$ cat src/hdl/hae_pkg.sv
// Shared types and constants for the header address extractor.
// No dependencies; compiled first.
package hae_pkg;

   typedef enum logic [2:0] {
      ST_PRE    = 3'd0,
      ST_ADDR   = 3'd1,
      ST_QUOTE  = 3'd2,
      ST_CMT    = 3'd3,
      ST_ANGLE  = 3'd4,
      ST_AQUOTE = 3'd5,
      ST_DONE   = 3'd6
   } parse_state_type;

   typedef enum logic [2:0] {
      ACT_NONE    = 3'd0,
      ACT_APPEND  = 3'd1,
      ACT_DISCARD = 3'd2,
      ACT_DONE    = 3'd3,
      ACT_END     = 3'd4,
      ACT_BAD     = 3'd5
   } action_type;

   localparam logic [7:0] CH_NUL    = 8'h00;
   localparam logic [7:0] CH_TAB    = 8'h09;
   localparam logic [7:0] CH_LF     = 8'h0A;
   localparam logic [7:0] CH_VT     = 8'h0B;
   localparam logic [7:0] CH_FF     = 8'h0C;
   localparam logic [7:0] CH_CR     = 8'h0D;
   localparam logic [7:0] CH_SPACE  = 8'h20;
   localparam logic [7:0] CH_DQUOTE = 8'h22;
   localparam logic [7:0] CH_LPAREN = 8'h28;
   localparam logic [7:0] CH_RPAREN = 8'h29;
   localparam logic [7:0] CH_COMMA  = 8'h2C;
   localparam logic [7:0] CH_COLON  = 8'h3A;
   localparam logic [7:0] CH_LANGLE = 8'h3C;
   localparam logic [7:0] CH_RANGLE = 8'h3E;

   function automatic logic is_space(input logic [7:0] c);
      return (c == CH_SPACE) || (c == CH_TAB) || (c == CH_LF) ||
             (c == CH_VT) || (c == CH_FF) || (c == CH_CR);
   endfunction

endpackage

$ cat src/hdl/hae_if.sv
// Valid/ready channel interfaces for the request and response beats.
// Depends on nothing; payload widths are fixed.
interface hae_req_if;
   logic       valid;
   logic       ready;
   logic       new_header;
   logic [7:0] in_byte;

   modport source (output valid, output new_header, output in_byte, input ready);
   modport sink   (input valid, input new_header, input in_byte, output ready);
endinterface

interface hae_rsp_if;
   logic       valid;
   logic       ready;
   logic [2:0] action;
   logic [7:0] out_byte;

   modport source (output valid, output action, output out_byte, input ready);
   modport sink   (input valid, input action, input out_byte, output ready);
endinterface

$ cat src/hdl/hae_parser.sv
// Header parse state machine: state register plus per-byte action decode.
// Depends on hae_pkg.
module hae_parser
   import hae_pkg::*;
(
   input  logic            clock,
   input  logic            reset,
   input  logic            step,
   input  logic            new_header,
   input  logic [7:0]      in_byte,
   output action_type      action_in,
   output logic [7:0]      out_byte_in
);

   parse_state_type state_ff;
   parse_state_type state_in;
   parse_state_type cur;

   always_ff @(posedge clock) begin
      if (reset) begin
         state_ff <= ST_PRE;
      end else if (step) begin
         state_ff <= state_in;
      end
   end

   always_comb begin
      cur       = new_header ? ST_PRE : state_ff;
      state_in  = cur;
      action_in = ACT_NONE;
      if (in_byte == CH_NUL) begin
         action_in = ACT_END;
         state_in  = ST_DONE;
      end else begin
         unique case (cur)
            ST_PRE: begin
               if (in_byte == CH_LF) begin
                  action_in = ACT_END;
                  state_in  = ST_DONE;
               end else if (in_byte == CH_COLON) begin
                  action_in = ACT_DISCARD;
                  state_in  = ST_ADDR;
               end
            end
            ST_ADDR: begin
               priority if (in_byte == CH_LF) begin
                  action_in = ACT_DONE;
                  state_in  = ST_DONE;
               end else if (in_byte == CH_COMMA) begin
                  action_in = ACT_DONE;
               end else if (in_byte == CH_DQUOTE) begin
                  action_in = ACT_APPEND;
                  state_in  = ST_QUOTE;
               end else if (in_byte == CH_LPAREN) begin
                  state_in  = ST_CMT;
               end else if (in_byte == CH_LANGLE) begin
                  action_in = ACT_DISCARD;
                  state_in  = ST_ANGLE;
               end else if (!is_space(in_byte)) begin
                  action_in = ACT_APPEND;
               end
            end
            ST_QUOTE: begin
               if (in_byte == CH_LF) begin
                  action_in = ACT_BAD;
                  state_in  = ST_DONE;
               end else begin
                  action_in = ACT_APPEND;
                  if (in_byte == CH_DQUOTE) state_in = ST_ADDR;
               end
            end
            ST_CMT: begin
               if (in_byte == CH_LF) begin
                  action_in = ACT_BAD;
                  state_in  = ST_DONE;
               end else if (in_byte == CH_RPAREN) begin
                  state_in  = ST_ADDR;
               end
            end
            ST_ANGLE: begin
               // newline inside brackets is kept as an ordinary byte
               if (in_byte == CH_RANGLE) begin
                  action_in = ACT_DONE;
                  state_in  = ST_ADDR;
               end else if (in_byte == CH_LANGLE) begin
                  action_in = ACT_DISCARD;
               end else begin
                  action_in = ACT_APPEND;
                  if (in_byte == CH_DQUOTE) state_in = ST_AQUOTE;
               end
            end
            ST_AQUOTE: begin
               if (in_byte == CH_LF) begin
                  action_in = ACT_BAD;
                  state_in  = ST_DONE;
               end else begin
                  action_in = ACT_APPEND;
                  if (in_byte == CH_DQUOTE) state_in = ST_ANGLE;
               end
            end
            default: begin
               action_in = ACT_END;
               state_in  = ST_DONE;
            end
         endcase
      end
      out_byte_in = (action_in == ACT_APPEND) ? in_byte : 8'd0;
   end

endmodule

$ cat src/hdl/header_address_extractor_core.sv
// Top level of the header address extractor: input stage, parser, result register.
// Depends on hae_pkg, hae_if (hae_req_if, hae_rsp_if) and hae_parser.
//
// Usage:
//   req_chan carries one header byte per beat plus new_header, which restarts
//   the parser (before-colon state) ahead of that byte. A 0 byte ends the text.
//   rsp_chan returns exactly one beat per request beat, in order: the action
//   code and, for an append, the byte to append (0 otherwise).
//   Path: a request beat is held in the input register, decoded by the parser and
//   captured in the output register (two register stages).
//   Throughput: one beat per cycle while rsp_chan.ready stays high; the parse
//   state register closes its loop through the combinational byte decode.
//   Stalls: when rsp_chan.ready is low the response holds; the input stage
//   keeps one more beat, after which req_chan.ready drops until space frees.
//   Reset: both stages empty, parser in before-colon state.
module header_address_extractor_core
   import hae_pkg::*;
(
   input  logic      clock,
   input  logic      reset,
   hae_req_if.sink   req_chan,
   hae_rsp_if.source rsp_chan
);

   logic       in_valid_ff;
   logic       in_new_ff;
   logic [7:0] in_byte_ff;
   logic       out_valid_ff;
   action_type out_action_ff;
   logic [7:0] out_byte_ff;

   logic       advance;
   action_type action_in;
   logic [7:0] out_byte_in;

   // input stage moves on when the result register is empty or being drained
   assign advance        = in_valid_ff && (!out_valid_ff || rsp_chan.ready);
   assign req_chan.ready = !in_valid_ff || advance;

   always_ff @(posedge clock) begin
      if (reset) begin
         in_valid_ff  <= 1'b0;
         out_valid_ff <= 1'b0;
      end else begin
         if (req_chan.ready) in_valid_ff <= req_chan.valid;
         if (advance) begin
            out_valid_ff <= 1'b1;
         end else if (rsp_chan.ready) begin
            out_valid_ff <= 1'b0;
         end
      end
   end

   always_ff @(posedge clock) begin
      if (req_chan.valid && req_chan.ready) begin
         in_new_ff  <= req_chan.new_header;
         in_byte_ff <= req_chan.in_byte;
      end
      if (advance) begin
         out_action_ff <= action_in;
         out_byte_ff   <= out_byte_in;
      end
   end

   hae_parser u_parser (
      .clock       (clock),
      .reset       (reset),
      .step        (advance),
      .new_header  (in_new_ff),
      .in_byte     (in_byte_ff),
      .action_in   (action_in),
      .out_byte_in (out_byte_in)
   );

   assign rsp_chan.valid    = out_valid_ff;
   assign rsp_chan.action   = out_action_ff;
   assign rsp_chan.out_byte = out_byte_ff;

endmodule

$ cat src/flat_wrapper.sv
// flat-port wrapper written by rule: the top's interface ports become plain ports
module header_address_extractor_core_flat import hae_pkg::*;
  (clock, reset, req_chan_valid, req_chan_new_header, req_chan_in_byte, req_chan_ready, rsp_chan_valid, rsp_chan_action, rsp_chan_out_byte, rsp_chan_ready);
  hae_req_if req_chan_i ();
  hae_rsp_if rsp_chan_i ();
  input  logic clock;
  input  logic reset;
  input wire logic [$bits(req_chan_i.valid)-1:0] req_chan_valid;
  input wire logic [$bits(req_chan_i.new_header)-1:0] req_chan_new_header;
  input wire logic [$bits(req_chan_i.in_byte)-1:0] req_chan_in_byte;
  output wire logic [$bits(req_chan_i.ready)-1:0] req_chan_ready;
  output wire logic [$bits(rsp_chan_i.valid)-1:0] rsp_chan_valid;
  output wire logic [$bits(rsp_chan_i.action)-1:0] rsp_chan_action;
  output wire logic [$bits(rsp_chan_i.out_byte)-1:0] rsp_chan_out_byte;
  input wire logic [$bits(rsp_chan_i.ready)-1:0] rsp_chan_ready;
  assign req_chan_i.valid = req_chan_valid;
  assign req_chan_i.new_header = req_chan_new_header;
  assign req_chan_i.in_byte = req_chan_in_byte;
  assign req_chan_ready = req_chan_i.ready;
  assign rsp_chan_valid = rsp_chan_i.valid;
  assign rsp_chan_action = rsp_chan_i.action;
  assign rsp_chan_out_byte = rsp_chan_i.out_byte;
  assign rsp_chan_i.ready = rsp_chan_ready;
  header_address_extractor_core u_core (.clock(clock), .reset(reset), .req_chan(req_chan_i), .rsp_chan(rsp_chan_i));
endmodule
$ cat config.mk
export PLATFORM = sky130hd
export DESIGN_NAME = header_address_extractor_core_flat
export DESIGN_NICKNAME = d
export VERILOG_FILES = /design/src/hdl/hae_pkg.sv /design/src/hdl/hae_if.sv /design/src/hdl/hae_parser.sv /design/src/hdl/header_address_extractor_core.sv /design/src/flat_wrapper.sv
export SDC_FILE = /design/constraint.sdc
export NUM_CORES = 1
export LEC_CHECK = 0
export BUFFER_PORTS_ARGS = -buffer_cell sky130_fd_sc_hd__buf_2
export CAP_MARGIN = 10
export CORE_MARGIN = 3
export CORE_UTILIZATION = 30
export CTS_CLUSTER_SIZE = 25
export DETAILED_ROUTE_END_ITERATION = 16
export PLACE_DENSITY_LB_ADDON = 0.05
export SYNTH_ARGS = -nofsm -noshare
export SYNTH_HDL_FRONTEND = slang
export SYNTH_SLANG_ARGS = --single-unit
$ cat constraint.sdc
create_clock -name clock -period 2.5 [get_ports clock]
set_input_delay 0.25 -clock clock [delete_from_list [all_inputs] [get_ports clock]]
set_output_delay 0.25 -clock clock [all_outputs]
set_load 0.03 [all_outputs]
# [Yosys cells after proc, flatten, opt, wreduce, memory -nomap -nowiden]
# Cells that the tools add are included.
[word_totals] ff_bits=25 input_bits=13 output_inout_bits=13 elab_cells=76
[classes] n_eq_ne=19 n_mux=35 reduce_logical=15
[ops] op="$mux W3" count=22
[ops] op="$eq A8 B6 Y1 const B" count=8
[ops] op="$eq A8 B4 Y1 const B" count=5
[ops] op="$pmux W3 S6" count=1
[ops] op="$mux W2" count=8
[ops] op="$pmux W3 S5" count=1
[ops] op="$logic_not A8 Y1" count=1
[ops] op="$logic_or A1 B1 Y1" count=7
[ops] op="$eq A3 B1 Y1 const B" count=2
[ops] op="$eq A3 B2 Y1 const B" count=2
[ops] op="$eq A3 B3 Y1 const B" count=2
[ops] op="$logic_not A3 Y1" count=1
[ops] op="$mux W1" count=3
[ops] op="$logic_and A1 B1 Y1" count=2
[ops] op="$logic_not A1 Y1" count=2
[ops] op="$reduce_bool A2 Y1" count=1
[ops] op="$reduce_or A2 Y1" count=1

# [Depth between registers and ports, before layout]
# Gate-level depths: netlist (run 1).
[depth] word_depth=15 mapped_depth=6 mapped_depth_nobuf=5

# [Hierarchy]
# Synthesis (run 1) repeated with hierarchy kept, for this count alone.
[hier_totals] cells_unflattened=140 hier_area_um2=1453.9
[by_module_without_submodules] mod="hae_parser" instances=1 cells_per_inst=110 area_each_um2=749.5 seq_area_each_um2=60.1
[by_module_without_submodules] mod="header_address_extractor_core" instances=1 cells_per_inst=30 area_each_um2=704.4 seq_area_each_um2=640.6

# [Worst setup path after synthesis (run 1)]
# Ideal clock, no wire load.
[synth_path] path_type="reg2reg" start="reg u_core.in_byte_ff[4]" end="reg u_core.out_byte_ff[0] (netlist: u_core.rsp_chan.out_byte[0]) (data pin)" setup_time_ns=0.263 t_arrival_ns=1.611 required_time_ns=2.237 path_slack_ns=0.626 path_stages_with_launch=6 n_path_buf=0 synth_period_minus_slack_ns=1.874 path_cell_list="edfxtp_1 -> or4_1 -> a211oi_2 -> o21ai_1 -> a2bb2oi_4 -> nor3b_1"
[synth_via] elab_chain_len=15 word_cells_on_any_way=33 cone_classes="13 x eq/ne; 14 x mux; 6 x reduce/logical"
[synth_lines] element="start: declaration" line_no="header_address_extractor_core.sv:27" source="logic [7:0] in_byte_ff;"
[synth_lines] element="start signal: assignment" line_no="header_address_extractor_core.sv:57" source="in_byte_ff <= req_chan.in_byte;"
[synth_lines] element="$eq A8 B6 Y1 or $eq A8 B4 Y1 (tied branches)" line_no="hae_pkg.sv:40" source="return (c == CH_SPACE) || (c == CH_TAB) || (c == CH_LF) ||"
[synth_lines] element="$logic_or A1 B1 Y1 (3 in series)" line_no="hae_pkg.sv:40"
[synth_lines] element="$logic_or A1 B1 Y1 (2 in series)" line_no="hae_pkg.sv:41" source="(c == CH_VT) || (c == CH_FF) || (c == CH_CR);"
[synth_lines] element="$mux W1" line_no="hae_parser.sv:59" source="end else if (!is_space(in_byte)) begin"
[synth_lines] element="$mux W2" line_no="hae_parser.sv:56" source="end else if (in_byte == CH_LANGLE) begin"
[synth_lines] element="$mux W2" line_no="hae_parser.sv:54" source="end else if (in_byte == CH_LPAREN) begin"
[synth_lines] element="$mux W2" line_no="hae_parser.sv:51" source="end else if (in_byte == CH_DQUOTE) begin"
[synth_lines] element="$mux W2" line_no="hae_parser.sv:49" source="end else if (in_byte == CH_COMMA) begin"
[synth_lines] element="$mux W2" line_no="hae_parser.sv:46" source="priority if (in_byte == CH_LF) begin"
[synth_lines] element="$pmux W3 S5" line_no="hae_parser.sv:35" source="unique case (cur)"
[synth_lines] element="$mux W3 *" line_no="hae_parser.sv:31" source="if (in_byte == CH_NUL) begin"
[synth_lines] element="$eq A3 B1 Y1 *" line_no="hae_parser.sv:107" source="out_byte_in = (action_in == ACT_APPEND) ? in_byte : 8'd0;"
[synth_lines] element="end signal: assignment" line_no="header_address_extractor_core.sv:61" source="out_byte_ff <= out_byte_in;"
[synth_lines] element="end: declaration" line_no="header_address_extractor_core.sv:30" source="logic [7:0] out_byte_ff;"
# Every way passes the cells marked *; elsewhere a longest branch is shown, timed or not.
# A chain may end at the register's enable or synchronous reset.

# [Worst setup path in the final report (run 1)]
[layout_path] start="reg u_core.in_byte_ff[5]" end="reg u_core.out_byte_ff[7] (netlist: u_core.rsp_chan.out_byte[7]) (data pin)"
# The elaborated chain is that of the path after synthesis.

==> results of run 1 <==
==> final cells by class <==
class / count / area, um^2 / area share
clock buffer: 4 / 45.04 / 0.02671
inverter: 3 / 11.26 / 0.006677
multi-input combinational: 103 / 708.2 / 0.4199
sequential: 25 / 700.7 / 0.4154
tap: 65 / 81.33 / 0.04822
timing repair buffer: 27 / 140.1 / 0.08309
==> metal layers <==
layer	track usage	routed length, um
met1	0.1550	1544
met2	0.1941	1571
met3	0.02837	136
met4	0.03261	24
met5	0	0
==> through the flow <==
step                      cells  utilization  power, mW
after global placement      223       0.3620     0.6098
after floorplan             141            -     0.5775
after detailed placement    223       0.3620     0.6101
after CTS                   227       0.3720     0.8528
after global routing        227       0.3720     0.8788
final                       227       0.3720     0.8395
==> cell families after synthesis <==
kind of cell | after synthesis | synth area share
compound gates | 28 | 0.1637
mux | 3 | 0.02036
simple gates | 70 | 0.2842
flops | 25 | 0.4750
buf+inv | 13 | 0.04495
xor+xnor | 2 | 0.01188
==> sequential cells by signal (all words and copies together), names as in the netlist <==
register	cells
u_core.rsp_chan.valid	1
u_core.in_new_ff	1
u_core.in_byte_ff	8
u_core.in_valid_ff	1
u_core.rsp_chan.out_byte	8
u_core.rsp_chan.action	3
u_core.u_parser.state_ff	3
==> power groups by stage <==
stage,combinational [mW],sequential (mW),clock [mW]
3_3_place_gp,0.103,0.507,0
5_1_grt,0.112,0.502,0.264
3_5_place_dp,0.103,0.507,0
6_report,0.102,0.498,0.240
2_1_floorplan,0.0678,0.510,0
4_1_cts,0.103,0.498,0.252
==> worst paths after layout <==
check	start	to	slack [ns]	cells past startpoint
worst max-delay path	u_core.in_byte_ff[5]	u_core.rsp_chan.out_byte[7]	0.35	5
worst min-delay path	req_chan_new_header	u_core.in_new_ff	0.15	1
worst max register to register	u_core.in_byte_ff[5]	u_core.rsp_chan.out_byte[7]	0.35	5
worst min register to register	u_core.in_valid_ff	u_core.rsp_chan.valid	0.52	2
==> cell usage in the layout (no fill, tap or decap), drive strengths merged, types with 2 or more instances in the layout <==
master	netlist	routed
buf	9	27
edfxtp	20	20
nor2	14	14
nand3	10	10
nor2b	8	8
nand2	8	8
nor3	6	6
dfxtp	5	5
o21ai	5	5
nor3b	4	4
a21oi	4	4
clkbuf	1	4
and2	3	3
inv	3	3
mux2i	3	3
nor4	3	3
nor4b	2	2
nand2b	2	2
and4bb	2	2
a22oi	2	2
xnor2	2	2
a32o	2	2
a211oi	2	2
==> results.py, run 1 <==
metrics = {
    "power": {
        "power.leakage_nw": 0.5833,
        "p_int_uw": 626.2,
        "netSwitchingPower_uw": 213.3,
        "p_comb_frac": 0.122,
        "power_frac_seq": 0.593,
        "irDropWorstVdd_uv": 205.1,
        "p_clk_frac": 0.286,
        "powerDensity_nw_per_um2": 497.7,
        "p_sw_frac": 0.2540,
    },
    "synth": {
        "yosys.area.top_type": "edfxtp_1",
        "ys.flop_type": "edfxtp_1",
        "syn_area_um2": 1475,
        "ys_warn_count": 0,
        "synth.most_common_cell": "edfxtp_1",
        "synth_edf_count": 20,
        "yosysTopAreaCellShare": 0.4071,
        "seq_area_frac_synth": 0.4750,
        "netlist_top_cells_count": "20 x edfxtp_1, 14 x nor2_1, 10 x nand3_1, 8 x buf_2, 8 x nor2b_1",
        "syn_nets": 154,
        "synth_cell_type_count": 49,
        "synthTopCellsByArea": "edfxtp_1 41%, dfxtp_1 6.8%, nor2_1 3.6%, nand3_1 3.4%, nor2b_1 3.4%",
        "synth_async_sr_flop_share": 0,
        "syn_avg_cell_area_um2": 10.46,
        "postSynthCellCount": 141,
        "ys_seq_elements": 25,
    },
    "sta": {
        "period_needed_ns": 2.148,
        "fin_worst_skew_ns": 0.003266,
        "fmax_mhz": 465.6,
        "slew-limit-headroom": 0.6217,
        "tns_ns": 0,
        "setup_violations": 0,
        "final-max-slew-violation-count": 0,
        "fin_ws_ns": 0.3523,
        "hold_violations": 0,
        "rsz0062_at_grt": "false",
        "max_slew.worst_pin.slew_ns": 0.5674,
        "holdWs_ns": 0.1499,
        "fin_crit_sh": 0.8591,
    },
    "critical_path": {
        "endpoint_kind": "flip-flop",
        "critPathMaxStageDelay_ns": 0.63,
        "path_class": "flip-flop to flip-flop",
        "slowest_stage": "or4_1",
        "cp_max_fo": 11,
        "crit_arrival_ns": 2.17,
        "path_cells": "or4_1, a211oi_2, o21ai_1, a2bb2oi_4, nor3b_1",
        "critical-path-top-delay-family": "simple AND/OR/NAND/NOR gates",
        "path_buf_inv": 0,
        "cp-start-kind": "flip-flop",
        "critPathRequiredTime_ns": 2.52,
    },
    "global_route": {
        "overflow": 0,
        "grt_max_degree": 14,
        "grt_antenna_before_repair": 0,
        "grt_pass1_wl_mm": 5.561,
        "grt_use_total": 0.1181,
        "grt_pass1_vias": 1117,
    },
    "finish": {
        "fin_nets": 176,
        "design_area_um2": 1687,
        "layout-drive-gt1-share": 0.2346,
        "area_growth_pct": 14.33,
        "antenna_cells": 0,
        "fill_cells": 463,
    },
    "place": {
        "gp_congestion": 0.8429,
        "placed_cell_area_um2": 1642,
        "dp_hpwl_mm": 2.453,
        "post-place-ws_ns": 0.3646,
        "io_buffer_count": 25,
    },
    "detailed_routing": {
        "drc_errors": 0,
        "drtAntennaViolNets": 0,
        "vias": 1130,
        "drt_first_pass_iters": 4,
        "drtIter0Drc": 51,
        "vias_per_cell": 4.978,
        "routed_wl_mm": 3.277,
        "post_drt_wl_per_cell_um": 14.44,
    },
    "floorplanning": {
        "dieWidth_um": 76.12,
        "io_pins": 26,
        "core-area_um2": 4534,
        "dieArea_um2": 5794,
        "fp.dieH_um": 76.12,
        "start_util": 0.3253,
        "num_rows": 24,
    },
    "clock_tree": {
        "cts_tree": "yes",
        "clock-sinks": 25,
        "cts-htree-levels": 1,
        "postCtsSetupBuffers": 0,
        "clk_latency_ns": 0.27,
        "cts.reportedPaths.clkPinSlew_ns": 0.09,
        "cts_buffers": 3,
        "holdBufCountCts": 0,
        "ctsResizeCount": 0,
        "cts_buffer_depth": 2,
        "root_buffer": "clkbuf_8",
    },
    "outcome": {
        "status": "complete, no violations",
    },
    "run": {
        "timing.max_cap.violations": 0,
    },
    "worst_hold_path": {
        "hp-class": "input pin to flip-flop",
    },
}
No activity file was read; power rests on OpenSTA's default activity.
==> run 2, diff against run 1 <==
--- a/config.mk
+++ b/config.mk
@@ -5,13 +5,15 @@
 export SDC_FILE = /design/constraint.sdc
 export NUM_CORES = 1
 export LEC_CHECK = 0
+export ABC_AREA = 1
 export BUFFER_PORTS_ARGS = -buffer_cell sky130_fd_sc_hd__buf_2
 export CAP_MARGIN = 10
 export CORE_MARGIN = 3
 export CORE_UTILIZATION = 30
-export CTS_CLUSTER_SIZE = 25
+export CTS_CLUSTER_SIZE = 12
 export DETAILED_ROUTE_END_ITERATION = 16
 export PLACE_DENSITY_LB_ADDON = 0.05
+export SETUP_SLACK_MARGIN = 0.2
 export SYNTH_ARGS = -nofsm -noshare
 export SYNTH_HDL_FRONTEND = slang
 export SYNTH_SLANG_ARGS = --single-unit
==> results.py, run 2 <==
metrics = {
    "detailed_routing": {
        "drc_errors": 0,
        "drt_first_pass_iters": 4,
        "drtIter0Drc": 40,
        "vias_per_cell": 4.644,
        "drtAntennaViolNets": 0,
        "post_drt_wl_per_cell_um": 11.21,
        "routed_wl_mm": 2.678,
        "vias": 1110,
    },
    "finish": {
        "fin_nets": 203,
        "layout-drive-gt1-share": 0.2751,
        "area_growth_pct": 17.72,
        "layout_common_cells": "34 x nand2_1, 25 x nor2_1, 25 x buf_2",
        "multi_input_area_um2": 531.8,
        "ff_latch_area_um2": 700.7,
        "final_common_cell": "nand2_1",
        "antenna_cells": 0,
        "fill_cells": 442,
    },
    "synth": {
        "syn_nets": 173,
        "ys.flop_type": "edfxtp_1",
        "synth_async_sr_flop_share": 0,
        "syn_area_um2": 1341,
        "yosys.area.top_type": "edfxtp_1",
        "seq_area_frac_synth": 0.5224,
        "syn_avg_cell_area_um2": 8.383,
        "ys_warn_count": 0,
        "netlist_top_cells_count": "34 x nand2_1, 25 x nor2_1, 21 x inv_1, 20 x edfxtp_1, 13 x nand3_1",
        "postSynthCellCount": 160,
        "synth_edf_count": 20,
        "synth.most_common_cell": "nand2_1",
        "synthTopCellsByArea": "edfxtp_1 45%, nand2_1 9.5%, dfxtp_1 7.5%, nor2_1 7.0%, inv_1 5.9%",
        "synth_cell_type_count": 22,
        "yosysTopAreaCellShare": 0.4478,
        "ys_seq_elements": 25,
    },
    "sta": {
        "rsz0062_at_grt": "false",
        "hold_violations": 0,
        "max_slew.worst_pin.slew_ns": 0.4992,
        "tns_ns": 0,
        "period_needed_ns": 1.771,
        "final-max-slew-violation-count": 0,
        "fin_ws_ns": 0.7292,
        "fin_crit_sh": 0.7083,
        "slew-limit-headroom": 0.6668,
        "fmax_mhz": 564.7,
        "setup_violations": 0,
        "fin_worst_skew_ns": 0.005247,
    },
    "global_route": {
        "grt_antenna_before_repair": 0,
        "grt_use_total": 0.1086,
        "grt_pass1_wl_mm": 4.443,
        "overflow": 0,
        "grt_max_degree": 17,
        "grt_pass1_vias": 1040,
    },
    "outcome": {
        "status": "complete, no violations",
    },
    "clock_tree": {
        "cts-htree-levels": 1,
        "cts.reportedPaths.clkPinSlew_ns": 0.10,
        "cts_buffers": 3,
        "ctsResizeCount": 0,
        "cts_buffer_depth": 2,
        "root_buffer": "clkbuf_8",
        "cts_tree": "yes",
        "clock-sinks": 25,
        "postCtsSetupBuffers": 0,
        "clk_latency_ns": 0.28,
        "holdBufCountCts": 0,
    },
    "power": {
        "power.leakage_nw": 0.7011,
        "netSwitchingPower_uw": 219.6,
        "irDropWorstVdd_uv": 182.6,
        "p_comb_frac": 0.111,
        "p_int_uw": 614.9,
        "p_sw_frac": 0.2632,
        "powerDensity_nw_per_um2": 528.5,
        "p_clk_frac": 0.314,
        "power_frac_seq": 0.575,
        "finalPower_uw": 834.5,
    },
    "critical_path": {
        "path_class": "flip-flop to flip-flop",
        "critPathRequiredTime_ns": 2.54,
        "cp-start-kind": "flip-flop",
        "cp_max_fo": 8,
        "endpoint_kind": "flip-flop",
        "crit_arrival_ns": 1.82,
    },
    "run": {
        "timing.max_cap.violations": 0,
    },
    "place": {
        "io_buffer_count": 25,
        "post-place-ws_ns": 0.7472,
        "gp_congestion": 0.8293,
        "dp_hpwl_mm": 2.162,
    },
    "worst_hold_path": {
        "hp-class": "input pin to flip-flop",
    },
    "floorplanning": {
        "dieWidth_um": 72.87,
        "io_pins": 26,
        "num_rows": 23,
        "dieArea_um2": 5309,
        "start_util": 0.3237,
        "core-area_um2": 4144,
        "fp.dieH_um": 72.87,
    },
}
[run 2: cell types whose count changed in the layout (fill, tap and decap cells not counted), moves of 6 or more]
cell     previous run  this run
inv_2               0         8
a21oi_1             4        10
nor2_1             14        25
nand2_1             7        34
inv_1               3        21
nor2b_1             8         0
[run 2: cell families (layout without fill, tap and decap cells)]
kind of cell | Yosys count | in the layout | synth area share
compound gates | 17 | 17 | 0.07743
simple gates | 89 | 89 | 0.3190
buf+inv | 29 | 58 | 0.08116
flops | 25 | 25 | 0.5224
[run 2: routing by layer]
layer,GRT usage,vias up,share of wire
li1,-,576,-
met1,0.1415,469,0.45
met2,0.1653,52,0.43
met3,0.02342,13,0.079
met4,0.06352,0,0.042
met5,0,-,0
[run 2: area by class of cell]
type / count / share of cell area
Clock buffer: 3 / 0.02615
Clock inverter: 1 / 0.005547
Inverter: 29 / 0.06894
Multi-Input combinational cell: 106 / 0.3368
Sequential cell: 25 / 0.4437
Tap cell: 50 / 0.03962
Timing Repair Buffer: 25 / 0.07924
[run 2: worst max-delay path, stage by stage (launching register included)]
cell	delay, ns
edfxtp_1	0.44
inv_2	0.10
nand2_1	0.08
nor2_1	0.20
a21oi_1	0.11
nor3_1	0.30
o21ai_4	0.12
nand4_4	0.12
nor2_1	0.06
[run 2: power by group through the flow]
stage / combinational (mW) / clock (mW) / sequential (mW)
floorplan: 0.0431 / 0 / 0.510
global placement: 0.0938 / 0 / 0.490
detailed placement: 0.0933 / 0 / 0.490
CTS: 0.0935 / 0.268 / 0.480
global route: 0.103 / 0.287 / 0.482
finish: 0.0924 / 0.262 / 0.480
[run 2: final timing paths]
check	start	to	slack (ns)	cells past startpoint
setup / recovery	u_core.in_byte_ff[1]	u_core.rsp_chan.out_byte[5]	0.73	8
hold / removal	req_chan_in_byte[0]	u_core.in_byte_ff[0]	0.14	1
setup reg to reg	u_core.in_byte_ff[1]	u_core.rsp_chan.out_byte[5]	0.73	8
hold reg to reg	u_core.rsp_chan.valid	u_core.rsp_chan.valid	0.51	2
[run 2: per-stage QoR]
stage          std cells  instance area (um^2)  hold WS [ns]  utilization
3_3_place_gp         235                  1529        0.4275       0.3690
3_5_place_dp         235                  1529        0.4281       0.3690
5_1_grt              239                  1579        0.1215       0.3810
4_1_cts              239                  1579        0.1307       0.3810
2_1_floorplan        160                  1341        0.3191            -
6_report             239                  1579        0.1368       0.3810
